`src/hdl/ppdt_pkg.sv`:
```
// Package for the pixel peak decay trail: field widths, register map codes,
// the decay table built at elaboration and the per-channel helper functions.
// Depends on nothing; used by every module of the block but ppdt_ram.
package ppdt_pkg;

  localparam int ChanW   = 8;
  localparam int ColorW  = 24;
  localparam int IndexW  = 16;
  localparam int FactorW = 11;
  localparam int DecayW  = 13;
  localparam int ProdW   = FactorW + DecayW;
  localparam int FracW   = 18;
  localparam int SubW    = 6;
  localparam int DataW   = 32;
  localparam int PaddrW  = 3;

  localparam logic [FactorW-1:0] FactorOne   = 11'd1024;
  localparam logic [FactorW-1:0] FactorReset = 11'd512;

  // Register index taken from the word-address bit of paddr.
  localparam logic RegFade = 1'b0;

  typedef logic [DecayW-1:0] decay_tab_t [256];

  typedef struct packed {
    logic              en;
    logic [IndexW-1:0] addr;
    logic [ColorW-1:0] data;
  } wr_req_t;

  // Largest k with (2k-1)^2 * 10^6 <= 4 * 2359296 * d^3, i.e. 0.006 * d^1.5 in Q8.
  function automatic decay_tab_t build_decay_table();
    decay_tab_t         tab;
    longint unsigned    k;
    longint unsigned    lim;
    longint unsigned    odd;
    longint unsigned    d;
    k = 0;
    for (d = 0; d < 256; d++) begin
      lim = 64'd9437184 * d * d * d;
      odd = 2 * k + 1;
      while (odd * odd * 64'd1000000 <= lim) begin
        k   = k + 1;
        odd = 2 * k + 1;
      end
      tab[d[7:0]] = DecayW'(k);
    end
    return tab;
  endfunction

  localparam decay_tab_t DecayTable = build_decay_table();

  function automatic logic [ChanW-1:0] brightness(input logic [ColorW-1:0] c);
    logic [ChanW-1:0] m;
    m = (c[23:16] > c[15:8]) ? c[23:16] : c[15:8];
    return (m > c[7:0]) ? m : c[7:0];
  endfunction

  function automatic logic [ChanW-1:0] fade_channel(input logic [ChanW-1:0] stored,
                                                    input logic [ChanW-1:0] fresh,
                                                    input logic [SubW-1:0]  sub);
    logic [ChanW-1:0] faded;
    faded = (stored > {2'b00, sub}) ? stored - {2'b00, sub} : '0;
    return (faded > fresh) ? faded : fresh;
  endfunction

endpackage

```
`src/hdl/ppdt_pipe.sv`:
```
// Read-modify-write datapath: brightness and table lookup, factor multiply,
// fade and write-back, followed by the output register. Depends on ppdt_pkg.
module ppdt_pipe (
  input  logic                           clk_i,
  input  logic                           rst_ni,
  input  logic                           accept_i,
  input  logic [ppdt_pkg::IndexW-1:0]    index_i,
  input  logic                           inside_i,
  input  logic [ppdt_pkg::ColorW-1:0]    color_i,
  input  logic [ppdt_pkg::FactorW-1:0]   fade_i,
  input  logic [ppdt_pkg::ColorW-1:0]    rdata_i,
  output logic                           advance_o,
  output logic                           hazard_o,
  output ppdt_pkg::wr_req_t              wr_o,
  output logic                           out_valid_o,
  input  logic                           out_ready_i,
  output logic [ppdt_pkg::ColorW-1:0]    out_color_o
);
  import ppdt_pkg::*;

  logic              s1_vld_q, s2_vld_q, s3_vld_q, out_vld_q;
  logic [IndexW-1:0] s1_idx_q, s2_idx_q, s3_idx_q;
  logic              s1_in_q, s2_in_q, s3_in_q;
  logic [ColorW-1:0] s1_col_q, s2_col_q, s3_col_q;
  logic [ColorW-1:0] s2_sto_q, s3_sto_q;
  logic              s2_dark_q, s3_dark_q;
  logic [DecayW-1:0] s2_tval_q;
  logic [ProdW-1:0]  s3_prod_q;
  logic [ColorW-1:0] out_col_q;

  logic              advance;
  logic [ColorW-1:0] s1_sto;
  logic [ChanW-1:0]  s1_bs, s1_bn;
  logic              s1_dark;
  logic [DecayW-1:0] s1_tval;
  logic [FactorW-1:0] s2_fac;
  logic [ProdW-1:0]  s2_prod;
  logic [SubW-1:0]   s3_sub;
  logic [ColorW-1:0] s3_res;

  assign advance = !out_vld_q || out_ready_i;

  always_comb begin
    s1_sto  = s1_in_q ? rdata_i : '0;
    s1_bs   = brightness(s1_sto);
    s1_bn   = brightness(s1_col_q);
    s1_dark = s1_bn < s1_bs;
    s1_tval = DecayTable[s1_bs - s1_bn];
  end

  always_comb begin
    s2_fac  = (fade_i > FactorOne) ? FactorOne : fade_i;
    s2_prod = ProdW'(s2_fac) * ProdW'(s2_tval_q);
  end

  always_comb begin
    s3_sub = s3_prod_q[ProdW-1:FracW] + SubW'(|s3_prod_q[FracW-1:0]);
    s3_res = s3_col_q;
    if (s3_dark_q) begin
      s3_res = {fade_channel(s3_sto_q[23:16], s3_col_q[23:16], s3_sub),
                fade_channel(s3_sto_q[15:8],  s3_col_q[15:8],  s3_sub),
                fade_channel(s3_sto_q[7:0],   s3_col_q[7:0],   s3_sub)};
    end
  end

  always_ff @(posedge clk_i or negedge rst_ni) begin
    if (!rst_ni) begin
      s1_vld_q  <= 1'b0;
      s2_vld_q  <= 1'b0;
      s3_vld_q  <= 1'b0;
      out_vld_q <= 1'b0;
    end else if (advance) begin
      s1_vld_q  <= accept_i;
      s2_vld_q  <= s1_vld_q;
      s3_vld_q  <= s2_vld_q;
      out_vld_q <= s3_vld_q;
    end
  end

  always_ff @(posedge clk_i) begin
    if (advance) begin
      s1_idx_q  <= index_i;
      s1_in_q   <= inside_i;
      s1_col_q  <= color_i;
      s2_idx_q  <= s1_idx_q;
      s2_in_q   <= s1_in_q;
      s2_col_q  <= s1_col_q;
      s2_sto_q  <= s1_sto;
      s2_dark_q <= s1_dark;
      s2_tval_q <= s1_tval;
      s3_idx_q  <= s2_idx_q;
      s3_in_q   <= s2_in_q;
      s3_col_q  <= s2_col_q;
      s3_sto_q  <= s2_sto_q;
      s3_dark_q <= s2_dark_q;
      s3_prod_q <= s2_prod;
      out_col_q <= s3_res;
    end
  end

  assign hazard_o = (s1_vld_q && s1_in_q && s1_idx_q == index_i) ||
                    (s2_vld_q && s2_in_q && s2_idx_q == index_i) ||
                    (s3_vld_q && s3_in_q && s3_idx_q == index_i);

  assign wr_o.en   = advance && s3_vld_q && s3_in_q;
  assign wr_o.addr = s3_idx_q;
  assign wr_o.data = s3_res;

  assign advance_o   = advance;
  assign out_valid_o = out_vld_q;
  assign out_color_o = out_col_q;

endmodule

```
`config.mk`:
```
export PLATFORM = sky130hd
export DESIGN_NAME = ppdt_pipe
export DESIGN_NICKNAME = d
export VERILOG_FILES = /design/src/hdl/ppdt_pkg.sv /design/src/hdl/ppdt_pipe.sv
export SDC_FILE = /design/constraint.sdc
export NUM_CORES = 1
export LEC_CHECK = 0
export BUFFER_PORTS_ARGS = -buffer_cell sky130_fd_sc_hd__buf_2
export CAP_MARGIN = 40
export CORE_ASPECT_RATIO = 0.7
export CORE_MARGIN = 4
export CORE_UTILIZATION = 40
export DETAILED_ROUTE_END_ITERATION = 16
export PLACE_DENSITY = 0.6
export SLEW_MARGIN = 25
export SYNTH_ARGS = -nofsm -noshare
export SYNTH_HDL_FRONTEND = slang
export SYNTH_SLANG_ARGS = --single-unit
```
`constraint.sdc`:
```
create_clock -name clk_i -period 24.1 [get_ports clk_i]
set_input_delay 2.41 -clock clk_i [delete_from_list [all_inputs] [get_ports clk_i]]
set_output_delay 2.41 -clock clk_i [all_outputs]
set_load 0.05 [all_outputs]
```
==> metrics.yaml <==
grt_overflow_total: 0
clock.fmax_ghz: 0.106
nNetsFinal: 2388
finalMaxSlewViolations: 0
crit_required_ns: 24.52
grt_max_degree: 183
dieHeight_um: 193
clockRootBuffer: "clkbuf_16"
path_class: "primary input to flop"
synth_edf_count: 234
syn_inst: 1958
io_pins: 148
setup_viol_count_final: 0
syn_nets: 2298
grt_pass1_wl_um: 88800
tightest_slew_ns: 0.924
async_flop_share_pct: 1.68
die_area_mm2: 0.0523
hp-class: "flop to flop"
netlist_area_mm2: 0.0195
hold_buffers: 0
critPathCaptureType: "flop"
gp_congestion: 0.970
yosys-top-cells-count: "edfxtp_1 (234), inv_1 (204), nand2_1 (192), ha_1 (158), fa_1 (102)"
ys_ff_latch: 238
clk_pin_slew_ns: 0.06
rows: 67
post_synth_num_cell_types: 79
post-route-period-util_pct: 39.2
drive_gt1_share_pct: 13.2
cts.htree.levels: 1
postCtsSetupRepairBufs: 0
synth_most_common_cell: "edfxtp_1"
vias: 15314
drt_first_pass_iters: 6
grt_pass1_vias: 15033
numCtsBuffers: 27
finalClockSkew_ns: 0.0134
slew_headroom_pct: 37.6
clock_tree.buffer_depth: 3
portBuffers: 147
finalCriticalPeriod_ns: 9.45
synth_top_cell_by_area: "edfxtp_1"
die_w_um: 272
final_antenna_net_count: 0
drc_errors: 0
seq_area_frac_synth_pct: 36.6
cap_violations: 0
cts_resized: 0
synth_flop_cell: "edfxtp_1"
areaGrowthSynthToFinish_pct: 11.3
worstPathArrival_ns: 9.87
antenna_found_initial: 0
rsz0062_at_grt: "no"
hold_violations: 0
yosys-top-cells-area: "edfxtp_1 (36%), fa_1 (10%), ha_1 (10%)"
post-dp-hpwl_um: 42200
core_mm2: 0.0480
critPathMaxFanout: 25
wirelength_um: 57400
synth_top_cell_area_share_pct: 36.1
status: "completed"
cts_tree: "built"
start_util_pct: 40.6
routedWlPerCell_um: 21.1
final.setup.tns_ns: 0
grt_usage_pct: 21.6
cts_sinks: 238
synth_area_per_cell_um2: 9.95
yosysWarnings: 0
clock_latency_ns: 0.57
cp-start-kind: "primary input"
drtIter0Drc: 1716
vias_per_cell: 5.62
## cell type report
type / instances / area [um2]
Fill cell: 4598 / 26300
Inverter: 207 / 777
Timing Repair Buffer: 178 / 1000
Tap cell: 655 / 820
Multi-Input combinational cell: 1396 / 11100
Sequential cell: 238 / 7130
Antenna cell: 1 / 2.50
Clock inverter: 17 / 134
Clock buffer: 32 / 694
## cell usage in the layout (no fill, tap or decap), types with 32 or more instances in the layout
cell      instances
inv_1           204
o21ai_0          88
fa_1            102
ha_1            158
edfxtp_1        234
a21oi_1          93
and2_1           85
nand3_1          32
nand2_1         192
nand4_1          33
xnor2_1          74
mux2_2           32
nor2_1           93
buf_2           147
a21o_1           36
## final timing paths
path	start	endpoint	slack, ns	depth (start not counted)
setup / recovery	rdata_i[21]	s2_tval_q[3]	14.65	26
hold / removal	s2_col_q[6]	s3_col_q[6]	0.41	0
setup reg to reg	s1_in_q	s2_tval_q[3]	15.60	25
hold reg to reg	s2_col_q[6]	s3_col_q[6]	0.41	0
max in group asynchronous	rst_ni	s1_vld_q	22.32	1
min in group asynchronous	rst_ni	s3_vld_q	1.65	1
## worst max-delay path: stages
cell	delay, ns
buf_2	0.10
nand2_1	0.08
inv_1	0.06
ha_1	0.28
a21o_1	0.16
a21o_1	0.17
a21oi_1	0.19
a21bo_2	0.34
mux2_2	0.40
ha_1	0.28
nand3_1	0.09
o22ai_1	0.13
o21bai_1	0.08
a22oi_1	0.72
nor2_1	0.11
a21o_1	0.20
ha_1	0.22
fa_1	0.54
buf_4	0.34
inv_1	0.46
ha_1	1.00
nand2_1	0.34
a32oi_1	0.35
o311ai_0	0.25
a32oi_1	0.32
o31a_1	0.20
## metrics by stage
stage	util [%]	hold slack, ns	area, um2	std cells	worst slack, ns
after floorplan	-	0.400	19500	1958	11.22
after global placement	43.3	0.404	20700	2664	14.42
after detailed placement	43.4	0.405	20800	2671	14.31
after CTS	45.1	0.412	21600	2720	14.85
after global routing	45.2	0.414	21700	2723	14.38
final	45.2	0.415	21700	2724	14.65
## metal layers
metal	global-route usage (%)	wire (um)	up-vias
met3	4.01	4470	85
li1	-	-	7142
met5	0	0	-
met1	32.6	27200	7474
met4	5.40	1430	0
met2	32.0	24300	613
## cell families (layout without fill, tap and decap cells)
| logic type | Yosys count | in the layout | synth area share, % |
|---|---|---|---|
| AO/OA/AOI/OAI | 429 | 429 | 14.8 |
| XOR/XNOR | 89 | 89 | 4.04 |
| adder cells (fa/ha/maj) | 260 | 260 | 20.6 |
| buffers and inverters | 324 | 434 | 6.55 |
| flip-flops | 238 | 238 | 36.6 |
| multiplexers | 62 | 62 | 3.39 |
| other | 0 | 1 | 0 |
| AND/OR/NAND/NOR | 556 | 556 | 14.0 |
## sequential cells by signal, summed over array words and instances (netlist names), 13 cells and up
signal,cells
s2_tval_q,13
s2_idx_q,16
out_color_o,24
s1_idx_q,16
s3_sto_q,24
s2_col_q,24
s3_col_q,24
s2_sto_q,24
s1_col_q,24
s3_prod_q,24
s3_idx_q,16
Power is not shown: default switching activity piles up to over one toggle a cycle in this logic, so the estimate is an artifact.
