## config.mk

```make
export PLATFORM = sky130hd
export DESIGN_NAME = ppdt_cfg
export DESIGN_NICKNAME = d
export VERILOG_FILES = /design/src/hdl/ppdt_pkg.sv /design/src/hdl/ppdt_cfg.sv
export SDC_FILE = /design/constraint.sdc
export NUM_CORES = 1
export LEC_CHECK = 0
export ABC_CLOCK_PERIOD_IN_PS = 1270
export BUFFER_PORTS_ARGS = -buffer_cell sky130_fd_sc_hd__clkbuf_2
export CORE_ASPECT_RATIO = 0.8
export CORE_MARGIN = 4
export CORE_UTILIZATION = 33
export DETAILED_ROUTE_END_ITERATION = 10
export PLACE_DENSITY = 0.81
export SLEW_MARGIN = 30
export SYNTH_ARGS = -nofsm -noshare
export SYNTH_HDL_FRONTEND = slang
export SYNTH_SLANG_ARGS = --single-unit
export TNS_END_PERCENT = 100
```

## constraint.sdc

```tcl
create_clock -name clk_i -period 1.27 [get_ports clk_i]
set_clock_uncertainty 0.2 [all_clocks]
set_input_delay 0.0635 -clock clk_i [delete_from_list [all_inputs] [get_ports clk_i]]
set_output_delay 0.0635 -clock clk_i [all_outputs]
set_load 0.01 [all_outputs]
```

## src/hdl/ppdt_pkg.sv

```systemverilog
// Package for the pixel peak decay trail: field widths, register map codes,
// the decay table built at elaboration and the per-channel helper functions.
// Depends on nothing; used by every module of the block but ppdt_ram.
package ppdt_pkg;

  localparam int ChanW   = 8;
  localparam int ColorW  = 24;
  localparam int IndexW  = 16;
  localparam int FactorW = 11;
  localparam int DecayW  = 13;
  localparam int ProdW   = FactorW + DecayW;
  localparam int FracW   = 18;
  localparam int SubW    = 6;
  localparam int DataW   = 32;
  localparam int PaddrW  = 3;

  localparam logic [FactorW-1:0] FactorOne   = 11'd1024;
  localparam logic [FactorW-1:0] FactorReset = 11'd512;

  // Register index taken from the word-address bit of paddr.
  localparam logic RegFade = 1'b0;

  typedef logic [DecayW-1:0] decay_tab_t [256];

  typedef struct packed {
    logic              en;
    logic [IndexW-1:0] addr;
    logic [ColorW-1:0] data;
  } wr_req_t;

  // Largest k with (2k-1)^2 * 10^6 <= 4 * 2359296 * d^3, i.e. 0.006 * d^1.5 in Q8.
  function automatic decay_tab_t build_decay_table();
    decay_tab_t         tab;
    longint unsigned    k;
    longint unsigned    lim;
    longint unsigned    odd;
    longint unsigned    d;
    k = 0;
    for (d = 0; d < 256; d++) begin
      lim = 64'd9437184 * d * d * d;
      odd = 2 * k + 1;
      while (odd * odd * 64'd1000000 <= lim) begin
        k   = k + 1;
        odd = 2 * k + 1;
      end
      tab[d[7:0]] = DecayW'(k);
    end
    return tab;
  endfunction

  localparam decay_tab_t DecayTable = build_decay_table();

  function automatic logic [ChanW-1:0] brightness(input logic [ColorW-1:0] c);
    logic [ChanW-1:0] m;
    m = (c[23:16] > c[15:8]) ? c[23:16] : c[15:8];
    return (m > c[7:0]) ? m : c[7:0];
  endfunction

  function automatic logic [ChanW-1:0] fade_channel(input logic [ChanW-1:0] stored,
                                                    input logic [ChanW-1:0] fresh,
                                                    input logic [SubW-1:0]  sub);
    logic [ChanW-1:0] faded;
    faded = (stored > {2'b00, sub}) ? stored - {2'b00, sub} : '0;
    return (faded > fresh) ? faded : fresh;
  endfunction

endpackage

```

## src/hdl/ppdt_cfg.sv

```systemverilog
// APB-style configuration register block holding the fade factor.
// Depends on ppdt_pkg.
module ppdt_cfg (
  input  logic                           clk_i,
  input  logic                           rst_ni,
  input  logic                           psel,
  input  logic                           penable,
  input  logic                           pwrite,
  input  logic [ppdt_pkg::PaddrW-1:0]    paddr,
  input  logic [ppdt_pkg::DataW-1:0]     pwdata,
  output logic [ppdt_pkg::DataW-1:0]     prdata,
  output logic                           pready,
  output logic [ppdt_pkg::FactorW-1:0]   fade_o
);
  import ppdt_pkg::*;

  logic [FactorW-1:0] fade_q, fade_d;
  logic               wr_en;

  assign pready = 1'b1;
  assign wr_en  = psel && penable && pwrite && (paddr[2] == RegFade);

  always_comb begin
    fade_d = fade_q;
    if (wr_en) begin
      fade_d = pwdata[FactorW-1:0];
    end
  end

  always_ff @(posedge clk_i or negedge rst_ni) begin
    if (!rst_ni) begin
      fade_q <= FactorReset;
    end else begin
      fade_q <= fade_d;
    end
  end

  assign prdata = (paddr[2] == RegFade) ? {{(DataW-FactorW){1'b0}}, fade_q} : '0;
  assign fade_o = fade_q;

endmodule

```

==> impl_table.tex, run 1 <==
\begin{tabular}{lr}
\hline
Metric & Value \\
\hline
\multicolumn{2}{l}{\textbf{Global routing}} \\
Antenna violations before repair & 0 \\
Via count of the first global-routing pass & a little over 600 \\
Wire length of the first global-routing pass & 2684 µm \\
All-layer global routing usage & a little under an eighth \\
Pin count of the biggest net entering global routing & 12 \\
Final global-route overflow total & 0 \\
\multicolumn{2}{l}{\textbf{Critical path}} \\
CP arrival & 1.04 ns \\
CP max stage cell & dfstp\_2 \\
Kind of end point of the critical path & primary output \\
Nature of the critical path startpoint & flop \\
CP peak stage delay & 0.53 ns \\
Req. time, crit path & approximately 1 ns \\
Startpoint-to-endpoint class of the critical path & reg2out \\
Critical path fanouts, max & 2 \\
Cell chain of the critical path & nor2b\_1, buf\_2 \\
\multicolumn{2}{l}{\textbf{Cells and area}} \\
Area grow syn2layout & 44.17\% \\
N\_diodes & 0 \\
Fillcell total & 198 \\
Flip-flop count of the largest register after layout & 11 \\
Area of all sequential standard cells & 276.5 µm² \\
NumNets Final & roughly 160 \\
Core utilization of the finished layout & 52.40\% \\
Area occupied by multi-input gates & between 300 and 400 µm² \\
Share of final-layout standard cells stronger than drive strength 1 & 51.30\% \\
\multicolumn{2}{l}{\textbf{Flow run}} \\
Maxcap violations & 0 \\
\multicolumn{2}{l}{\textbf{Power and ir drop}} \\
Cell-internal power & 0.0008341 W \\
LEAKAGE & $\sim$0.60 nW \\
Power density relative to cell area & 1175 mW/mm² \\
Clock share of power & 19.5\% \\
Switching share of power & 31.54\% \\
Combinational Power Share & 40.4\% \\
Total power & 0.001219 W \\
Maximum VDD drop & 0.8540 mV \\
Switching power total & 0.0003844 W \\
Reg power frac & 40.1\% \\
\multicolumn{2}{l}{\textbf{Place}} \\
Port Buffer Count & 38 \\
Post-detail-place hpwl & 1224 µm \\
Final weighted congestion in routability-driven placement & 0.6071 \\
Worst slack after detailed placement & 0.1311 ns \\
\multicolumn{2}{l}{\textbf{Drt}} \\
Highest routing layer actually used & met3 \\
Post-detailed-route count of antenna-violating nets & 0 \\
Aggregate routed wire length & 1722 µm \\
Via count normalized by instance count & 3.906 \\
Met1 wire length & 617 µm \\
Via total after detailed routing & 543 \\
Final routed DRC violation total & 0 \\
Met3 wire length & 158 µm \\
First DRT Iteration DRCs & 5 \\
Pre-antenna DRT Iters & 3 \\
Routed wire length on met2 & 946 µm \\
Routed wirelength normalized by instance count & 12.39 µm \\
\multicolumn{2}{l}{\textbf{Floorplanning}} \\
Area of the core & 0.001979 mm² \\
Number of placement rows & 14 \\
Starting utilization of the core area & 36.35\% \\
Total I/O pin count & 84 \\
Die width & 60.20 µm \\
Die Y & 49.76 µm \\
Die Area & $\sim$0.0030 mm² \\
\multicolumn{2}{l}{\textbf{Synthesis}} \\
Sequential element share of the synthesized area & 38.43\% \\
Count of warnings emitted by yosys & 0 \\
Commonest register cell after synthesis & dfrtp\_1 \\
Synthesized area per cell & 11.99 µm² \\
Number of flops mapped to enable cells by yosys & 0 \\
Count leader, synth & buf\_4 \\
Share of synthesized flip-flops with an asynchronous set or reset & 100.0\% \\
Most common library cells after synthesis & buf\_4, dfrtp\_1, mux2\_4, nor2b\_1, conb\_1 \\
Netlist area before placement & 719.4 µm² \\
Share of Yosys cell area claimed by the top area cell type & 34.78\% \\
Number of distinct library cells after synthesis & 11 \\
Post-Syn Instances & 60 \\
\#FFs+latches synth & 11 \\
Post-synthesis cell type with the largest combined area & dfrtp\_1 \\
Leading post-synthesis cells by cell area & dfrtp\_1, buf\_4, mux2\_4, nor2b\_1, dfstp\_2 \\
\multicolumn{2}{l}{\textbf{Timing}} \\
Total of endpoints with negative setup slack in the final report & 1 \\
Highest clock frequency the design can meet & 769.6 MHz \\
RSZ-0062 raised after global routing & true \\
Period minus WS final & 1.299 ns \\
Max-slew violation count & 0 \\
Share of the cycle needed by the critical path after routing & 102.3\% \\
Worst setup slack after layout & -0.02943 ns \\
Number of hold violations in the final report & 0 \\
\multicolumn{2}{l}{\textbf{Run status}} \\
Status & complete, but fails checks \\
Failing checks & setup timing \\
\multicolumn{2}{l}{\textbf{Clock tree}} \\
Clock edge transition at the registers on the reported setup and hold paths & 0.07 ns \\
CTS max path bufs & 2 \\
Root Buffer & clkbuf\_4 \\
Num CTS Buffers & 3 \\
TritonCTS clock tree & built \\
CTS H-tree depth & 1 \\
Number of clock sinks & 11 \\
Source-to-sink clock delay at the later pin of the worst-skew pair & between 0.2 and 0.3 ns \\
\multicolumn{2}{l}{\textbf{Hold path}} \\
Type of the tightest min-delay check & in2async \\
\hline
\end{tabular}
[power groups by stage]
stage | registers (W) | logic [W] | clock network (W)
CTS | 0.000487 | 0.000475 | 0.000258
global route | 0.000496 | 0.000533 | 0.000275
finish | 0.000488 | 0.000493 | 0.000238
detailed placement | 0.000497 | 0.000432 | 0
floorplan | 0.000525 | 0.000265 | 0
global placement | 0.000489 | 0.000426 | 0
[layer usage]
layer,global-route usage (%),vias to the layer above
li1,-,257
met1,11.36,253
met2,23.38,33
met3,5.222,0
met4,0,0
met5,0,-
[what timing repair did]
action | in CTS | in global routing
resized for setup | 0 | 3
gates cloned | 0 | 0
buffers inserted | 1 | 1
setup endpoints to repair | 1 | 4
pin swaps | 0 | 0
endpoints found under the hold margin | 22 | 0
hold buffers | 12 | 0
[path summary, 6_finish.rpt]
check	startpoint	to	slack [ns]	cells past startpoint
setup / recovery	fade_o[9]	prdata[9]	-0.03	2
hold reg to reg	fade_o[10]	fade_o[10]	0.33	1
max in group asynchronous	rst_ni	fade_o[9]	0.57	2
hold / removal	rst_ni	fade_o[4]	0.01	2
setup reg to reg	fade_o[1]	fade_o[1]	0.17	2
min in group clk_i	penable	fade_o[5]	0.10	4
[final cells by class]
| cell class | instances | share of cell area (%) |
|---|---|---|
| repair buffers | 55 | 35.34 |
| multi-input cells | 45 | 32.57 |
| flip-flops and latches | 11 | 26.66 |
| well taps | 24 | 2.895 |
| clock buffers | 4 | 2.533 |
[worst max-delay path, delay by kind of cell, from the launching register on]
family                 cells  cell delay, ns
flip-flops                 1            0.53
buffers and inverters      1            0.14
AND/OR/NAND/NOR            1            0.11
[cells in the final DEF, fill, tap and decap left out]
master	n
and2b_1	1
dfstp_2	1
dfrtp_1	10
nor2b_1	10
clkbuf_2	36
buf_6	1
nand4b_4	1
dlygate4sd3_1	12
buf_12	1
clkbuf_4	3
clkbuf_1	1
mux2_2	1
mux2_4	10
buf_2	1
conb_1	22
buf_4	4
[metrics by stage]
stage               setup TNS (ns)  hold slack, ns  std cells  cell area [µm²]
CTS                       -0.08322        0.001790        138             1023
floorplan                        0         -0.4321         80            794.5
global route               -0.1210         0.03569        139             1037
detailed placement               0         -0.2381        121            869.6
global placement                 0         -0.2423        121            869.6
finish                    -0.02943         0.01499        139             1037
[logic make-up (layout without fill, tap and decap cells)]
kind of cell / Yosys count / after routing / synth area share (%)
other cells: 2 / 22 / 1.044
mux: 11 / 11 / 22.43
buf+inv: 24 / 59 / 25.04
flops: 11 / 11 / 38.44
simple gates: 12 / 12 / 13.04
(Power assumes the default switching activity.)
==> run 2, diff against run 1 <==
- BUFFER_PORTS_ARGS: -buffer_cell sky130_fd_sc_hd__clkbuf_2 -> -buffer_cell sky130_fd_sc_hd__buf_4
==> run 2 against run 1 <==
Compared with the run above: routed wire length decreased by 3.4%; register-to-register slack improved by 0.04 ns; count of clock-buffer cells in the layout unchanged; critical path depth unchanged; core utilization increased by 5.8 points; highest routed layer unchanged; the flow still finishes with violations (setup timing); setup slack improved by 0.0093 ns; largest cell class unchanged; sequential share of layout area decreased by 2.6 points; flip-flop and latch count unchanged; first-iteration DRC count unchanged.
==> impl_table.tex, run 2 (synthesis gave the netlist of run 1 again) <==
\begin{tabular}{lr}
\hline
Metric & Value \\
\hline
\multicolumn{2}{l}{\textbf{Hold path}} \\
Type of the tightest min-delay check & in2reg \\
Min-Delay Startpoint & penable \\
\multicolumn{2}{l}{\textbf{Clock tree}} \\
Source-to-sink clock delay at the later pin of the worst-skew pair & 0.26 ns \\
Num CTS Buffers & 3 \\
TritonCTS clock tree & built \\
Root Buffer & clkbuf\_4 \\
Clock edge transition at the registers on the reported setup and hold paths & 0.06 ns \\
Number of clock sinks & 11 \\
CTS max path bufs & 2 \\
CTS H-tree depth & 1 \\
\multicolumn{2}{l}{\textbf{Floorplanning}} \\
Die width & 60.20 µm \\
Starting utilization of the core area & between 30 and 40\% \\
Area of the core & approximately 0.002 mm² \\
Total I/O pin count & 84 \\
Number of placement rows & 14 \\
Die Y & 49.76 µm \\
Die Area & around 0.003 mm² \\
\multicolumn{2}{l}{\textbf{Place}} \\
Final weighted congestion in routability-driven placement & around 0.6 \\
Post-detail-place hpwl & between 1000 and 1500 µm \\
Port Buffer Count & 38 \\
\multicolumn{2}{l}{\textbf{Cells and area}} \\
NumNets Final & 157 \\
Share of final-layout standard cells stronger than drive strength 1 & around 52\% \\
Area grow syn2layout & 60.00\% \\
Flip-flop count of the largest register after layout & 11 \\
Most frequent cells in the layout & buf\_4, conb\_1, dlygate4sd3\_1 \\
Most frequent standard cell in the layout excluding fill and tap cells & buf\_4 \\
Fillcell total & 178 \\
N\_diodes & 0 \\
\multicolumn{2}{l}{\textbf{Drt}} \\
Post-detailed-route count of antenna-violating nets & 0 \\
Via total after detailed routing & between 500 and 600 \\
Aggregate routed wire length & $\sim$1700 µm \\
Routed wirelength normalized by instance count & 11.89 µm \\
Pre-antenna DRT Iters & 2 \\
Final routed DRC violation total & 0 \\
First DRT Iteration DRCs & 5 \\
Via count normalized by instance count & 3.843 \\
\multicolumn{2}{l}{\textbf{Flow run}} \\
Maxcap violations & 0 \\
\multicolumn{2}{l}{\textbf{Power and ir drop}} \\
Power density relative to cell area & 1128 mW/mm² \\
Total power & 0.001299 W \\
LEAKAGE & between 0.6 and 0.7 nW \\
Maximum VDD drop & between 0.6 and 0.7 mV \\
\multicolumn{2}{l}{\textbf{Critical path}} \\
Startpoint-to-endpoint class of the critical path & reg2out \\
Beginning of the worst register-to-register path & fade\_o[8] \\
CP arrival & 1.03 ns \\
Kind of end point of the critical path & primary output \\
Req. time, crit path & 1.01 ns \\
Critical path fanouts, max & 2 \\
Nature of the critical path startpoint & flop \\
Crit path from & fade\_o[9] \\
\multicolumn{2}{l}{\textbf{Global routing}} \\
Wire length of the first global-routing pass & 2580 µm \\
All-layer global routing usage & between 10\% and 20\% \\
Antenna violations before repair & 0 \\
Via count of the first global-routing pass & 585 \\
Pin count of the biggest net entering global routing & 12 \\
Final global-route overflow total & 0 \\
\multicolumn{2}{l}{\textbf{Timing}} \\
Highest clock frequency the design can meet & a little under 800 MHz \\
Worst setup slack after layout & -0.02013 ns \\
Share of the cycle needed by the critical path after routing & 101.6\% \\
Number of hold violations in the final report & 0 \\
Worst hold slack & 0.1179 ns \\
Total of endpoints with negative setup slack in the final report & 1 \\
RSZ-0062 raised after global routing & true \\
Period minus WS final & 1.290 ns \\
Max-slew violation count & 0 \\
\multicolumn{2}{l}{\textbf{Run status}} \\
Failing checks & setup timing \\
Status & complete, but fails checks \\
\hline
\end{tabular}
## run 2: cell count changes in the layout (fill, tap and decap cells not counted)
cell | previous run | this run
buf_2 | 1 | 0
buf_4 | 4 | 40
buf_6 | 1 | 2
clkbuf_2 | 36 | 0
dlygate4sd3_1 | 12 | 13
nor2b_1 | 10 | 9
nor2b_4 | 0 | 1
## run 2: stage by stage
stage                     instance area, µm²  TNS [ns]  setup WS (ns)  instances  utilization [%]
after floorplan                        794.5         0         0.2482         80                -
after global placement                 964.7         0         0.1209        121            48.74
after detailed placement               964.7         0         0.1077        121            48.74
after CTS                               1132  -0.04819       -0.04819        139            57.21
after global routing                    1151   -0.1118       -0.07727        140            58.15
final                                   1151  -0.02013       -0.02013        140            58.15
## run 2: routing by layer
layer  routed length [µm]  GRT usage, %
met5                    0             0
met4                    0         1.107
met3                  188         5.744
met2                  922         22.84
met1                  554         11.18
## run 2: critical path: stages (launching register included)
cell	delay, ns
dfstp_2	0.53
nor2b_4	0.13
buf_6	0.10
## run 2: repair_timing
| action | in CTS | in global routing |
|---|---|---|
| buffers inserted | 1 | 1 |
| gates resized for setup | 1 | 3 |
| pin swaps | 0 | 0 |
| hold buffers | 13 | 0 |
| endpoints found under the setup margin | 1 | 3 |
| hold endpoints to repair | 22 | 0 |
## run 2: power breakdown
part           switching, W  total (W)  internal (W)
logic              0.000217   0.000584      0.000367
clock network      0.000104   0.000226      0.000121
registers         0.0000559   0.000489      0.000433
## run 2: area by class of cell
cell class | count | area [µm²] | area share, %
Timing Repair Buffer | 56 | 473.0 | 41.09
Multi-Input combinational cell | 45 | 345.3 | 30.00
Tap cell | 24 | 30.03 | 2.609
Clock buffer | 4 | 26.28 | 2.283
Sequential cell | 11 | 276.5 | 24.02
## run 2: final timing paths
check	endpoint	slack, ns	cells after the start
min reg2reg	fade_o[4]	0.33	1
min	fade_o[6]	0.12	4
max	prdata[9]	-0.02	2
max in group asynchronous	fade_o[9]	0.13	3
max reg2reg	fade_o[8]	0.21	2
min in group asynchronous	fade_o[8]	0.52	3
==> run 3, diff against run 2 <==
- PLACE_DENSITY: 0.81 -> unset
- PLACE_DENSITY_LB_ADDON: unset -> 0.08
==> run 3 against run 2 <==
Compared with the run above: flip-flop and latch count unchanged; the flow still finishes with violations (setup timing); critical endpoint unchanged; design area decreased by 5.0%; total power decreased by 2.8%; highest routed layer unchanged; first-iteration DRC count decreased by 40%; largest cell class unchanged; critical path type unchanged.
==> impl_table.tex, run 3 (synthesis gave the netlist of run 1 again) <==
\begin{tabular}{lr}
\hline
Metric & Value \\
\hline
\multicolumn{2}{l}{\textbf{Place}} \\
Number of placed cells counting well taps & 119 \\
Worst slack after detailed placement & between 0.03 and 0.04 ns \\
Post-detail-place hpwl & 1129 µm \\
Final weighted congestion in routability-driven placement & 0.6344 \\
Port Buffer Count & 38 \\
\multicolumn{2}{l}{\textbf{Timing}} \\
Highest clock frequency the design can meet & 761.2 MHz \\
Total of endpoints with negative setup slack in the final report & 1 \\
Worst setup slack after layout & -0.04380 ns \\
Worst hold slack & 0.1607 ns \\
Max-slew violation count & 0 \\
RSZ-0062 raised after global routing & true \\
Number of hold violations in the final report & 0 \\
Period minus WS final & $\sim$1.3 ns \\
Share of the cycle needed by the critical path after routing & 103.4\% \\
\multicolumn{2}{l}{\textbf{Floorplanning}} \\
Die Y & 49.76 µm \\
Number of placement rows & 14 \\
Starting utilization of the core area & a little over a third \\
Die width & around 60 µm \\
Total I/O pin count & 84 \\
Area of the core & 0.001979 mm² \\
Die Area & between 0.002 and 0.003 mm² \\
\multicolumn{2}{l}{\textbf{Cells and area}} \\
Share of final-layout standard cells stronger than drive strength 1 & 49.11\% \\
Most frequent cells in the layout & buf\_4, conb\_1, dlygate4sd3\_1 \\
Fillcell total & 171 \\
Number of non-filler instances in the completed layout & 136 \\
NumNets Final & 153 \\
N\_diodes & 0 \\
Area grow syn2layout & 52.00\% \\
Most frequent standard cell in the layout excluding fill and tap cells & buf\_4 \\
Flip-flop count of the largest register after layout & 11 \\
\multicolumn{2}{l}{\textbf{Drt}} \\
Final routed DRC violation total & 0 \\
First DRT Iteration DRCs & 3 \\
Pre-antenna DRT Iters & 2 \\
Via total after detailed routing & 527 \\
Routed wirelength normalized by instance count & between 10 and 15 µm \\
Post-detailed-route count of antenna-violating nets & 0 \\
Via count normalized by instance count & a little under 4 \\
Aggregate routed wire length & 1512 µm \\
\multicolumn{2}{l}{\textbf{Hold path}} \\
Hold path endpoint & fade\_o[2] \\
Depth of the worst hold-timing path & 3 \\
Min-Delay Startpoint & pwrite \\
Type of the tightest min-delay check & in2reg \\
\multicolumn{2}{l}{\textbf{Clock tree}} \\
Number of clock sinks & 11 \\
Num CTS Buffers & 3 \\
TritonCTS clock tree & built \\
Setup Fix Bufs, Post-CTS & 0 \\
Source-to-sink clock delay at the later pin of the worst-skew pair & 0.26 ns \\
Root Buffer & clkbuf\_4 \\
CTS max path bufs & 2 \\
Clock edge transition at the registers on the reported setup and hold paths & approximately 0.070 ns \\
CTS H-tree depth & 1 \\
\multicolumn{2}{l}{\textbf{Global routing}} \\
Via count of the first global-routing pass & 510 \\
Pin count of the biggest net entering global routing & 12 \\
Wire length of the first global-routing pass & 2394 µm \\
Final global-route overflow total & 0 \\
Antenna violations before repair & 0 \\
All-layer global routing usage & 10.81\% \\
\multicolumn{2}{l}{\textbf{Power and ir drop}} \\
Total power & 0.001262 W \\
Combinational Power Share & 42.3\% \\
Switching share of power & 29.61\% \\
Reg power frac & 38.8\% \\
LEAKAGE & roughly 0.61 nW \\
Switching power total & roughly 0.00037 W \\
Maximum VDD drop & 0.7946 mV \\
Power density relative to cell area & 1154 mW/mm² \\
Clock share of power & 18.9\% \\
Cell-internal power & 0.0008883 W \\
\multicolumn{2}{l}{\textbf{Run status}} \\
Failing checks & setup timing \\
Status & complete, but fails checks \\
\multicolumn{2}{l}{\textbf{Critical path}} \\
Slack of the worst reg-to-reg path & 0.29 ns \\
CP arrival & approximately 1.1 ns \\
Kind of end point of the critical path & primary output \\
Startpoint-to-endpoint class of the critical path & reg2out \\
Beginning of the worst register-to-register path & fade\_o[1] \\
Req. time, crit path & 1.01 ns \\
Worst R2R Path Depth & 1 \\
Crit path from & fade\_o[9] \\
Worst reg2reg endpoint & fade\_o[1] \\
Critical path fanouts, max & 3 \\
Nature of the critical path startpoint & flop \\
\multicolumn{2}{l}{\textbf{Flow run}} \\
Maxcap violations & 0 \\
\hline
\end{tabular}
run 3: cell types whose count changed in the layout (fill, tap and decap cells not counted), sizes merged:
cell	before	now
buf	43	39
run 3: layout make-up:
cell class / instances / area, µm² / area share (%)
Timing Repair Buffer: 52 / 422.9 / 38.67
Multi-Input combinational cell: 45 / 337.8 / 30.89
Sequential cell: 11 / 276.5 / 25.29
Tap cell: 24 / 30.03 / 2.746
Clock buffer: 4 / 26.28 / 2.403
run 3: layer usage:
metal | track usage, % | routed length, µm
met5 | 0 | 0
met4 | 2.214 | 0
met3 | 5.222 | 191
met2 | 17.27 | 722
met1 | 13.06 | 598
run 3: timing repair:
action,CTS,global route
setup endpoints to repair,1,2
hold buffers,13,0
endpoints found under the hold margin,22,0
gates resized for setup,0,0
run 3: how the worst max path moves through the flow:
stage                 to  slack (ns)  cells after the start
5_1_grt        prdata[9]       -0.09                      2
3_5_place_dp   fade_o[4]        0.03                      3
4_1_cts        prdata[9]       -0.06                      2
2_1_floorplan  prdata[9]        0.25                      1
3_3_place_gp   fade_o[4]        0.03                      3
6_report       prdata[9]       -0.04                      2
run 3: power groups by stage:
stage	Sequential, W	Combinational (W)	Clock [W]
after global placement	0.000496	0.000503	0
after CTS	0.000493	0.000541	0.000252
final	0.000490	0.000534	0.000238
after floorplan	0.000525	0.000265	0
after detailed placement	0.000494	0.000508	0
after global routing	0.000506	0.000576	0.000264
run 3: per-stage QoR:
| step | setup TNS, ns | cell area, µm² | utilization [%] |
|---|---|---|---|
| final | -0.04380 | 1094 | 55.25 |
| after global routing | -0.1020 | 1094 | 55.25 |
| after CTS | -0.06203 | 1094 | 55.25 |
| after detailed placement | 0 | 937.1 | 47.35 |
| after global placement | 0 | 937.1 | 47.35 |
| after floorplan | 0 | 794.5 | - |
run 3: worst max-delay path, stage by stage, from the launching register on:
cell and delay (ns):
dfstp_2 0.54, nor2b_1 0.12, buf_4 0.13
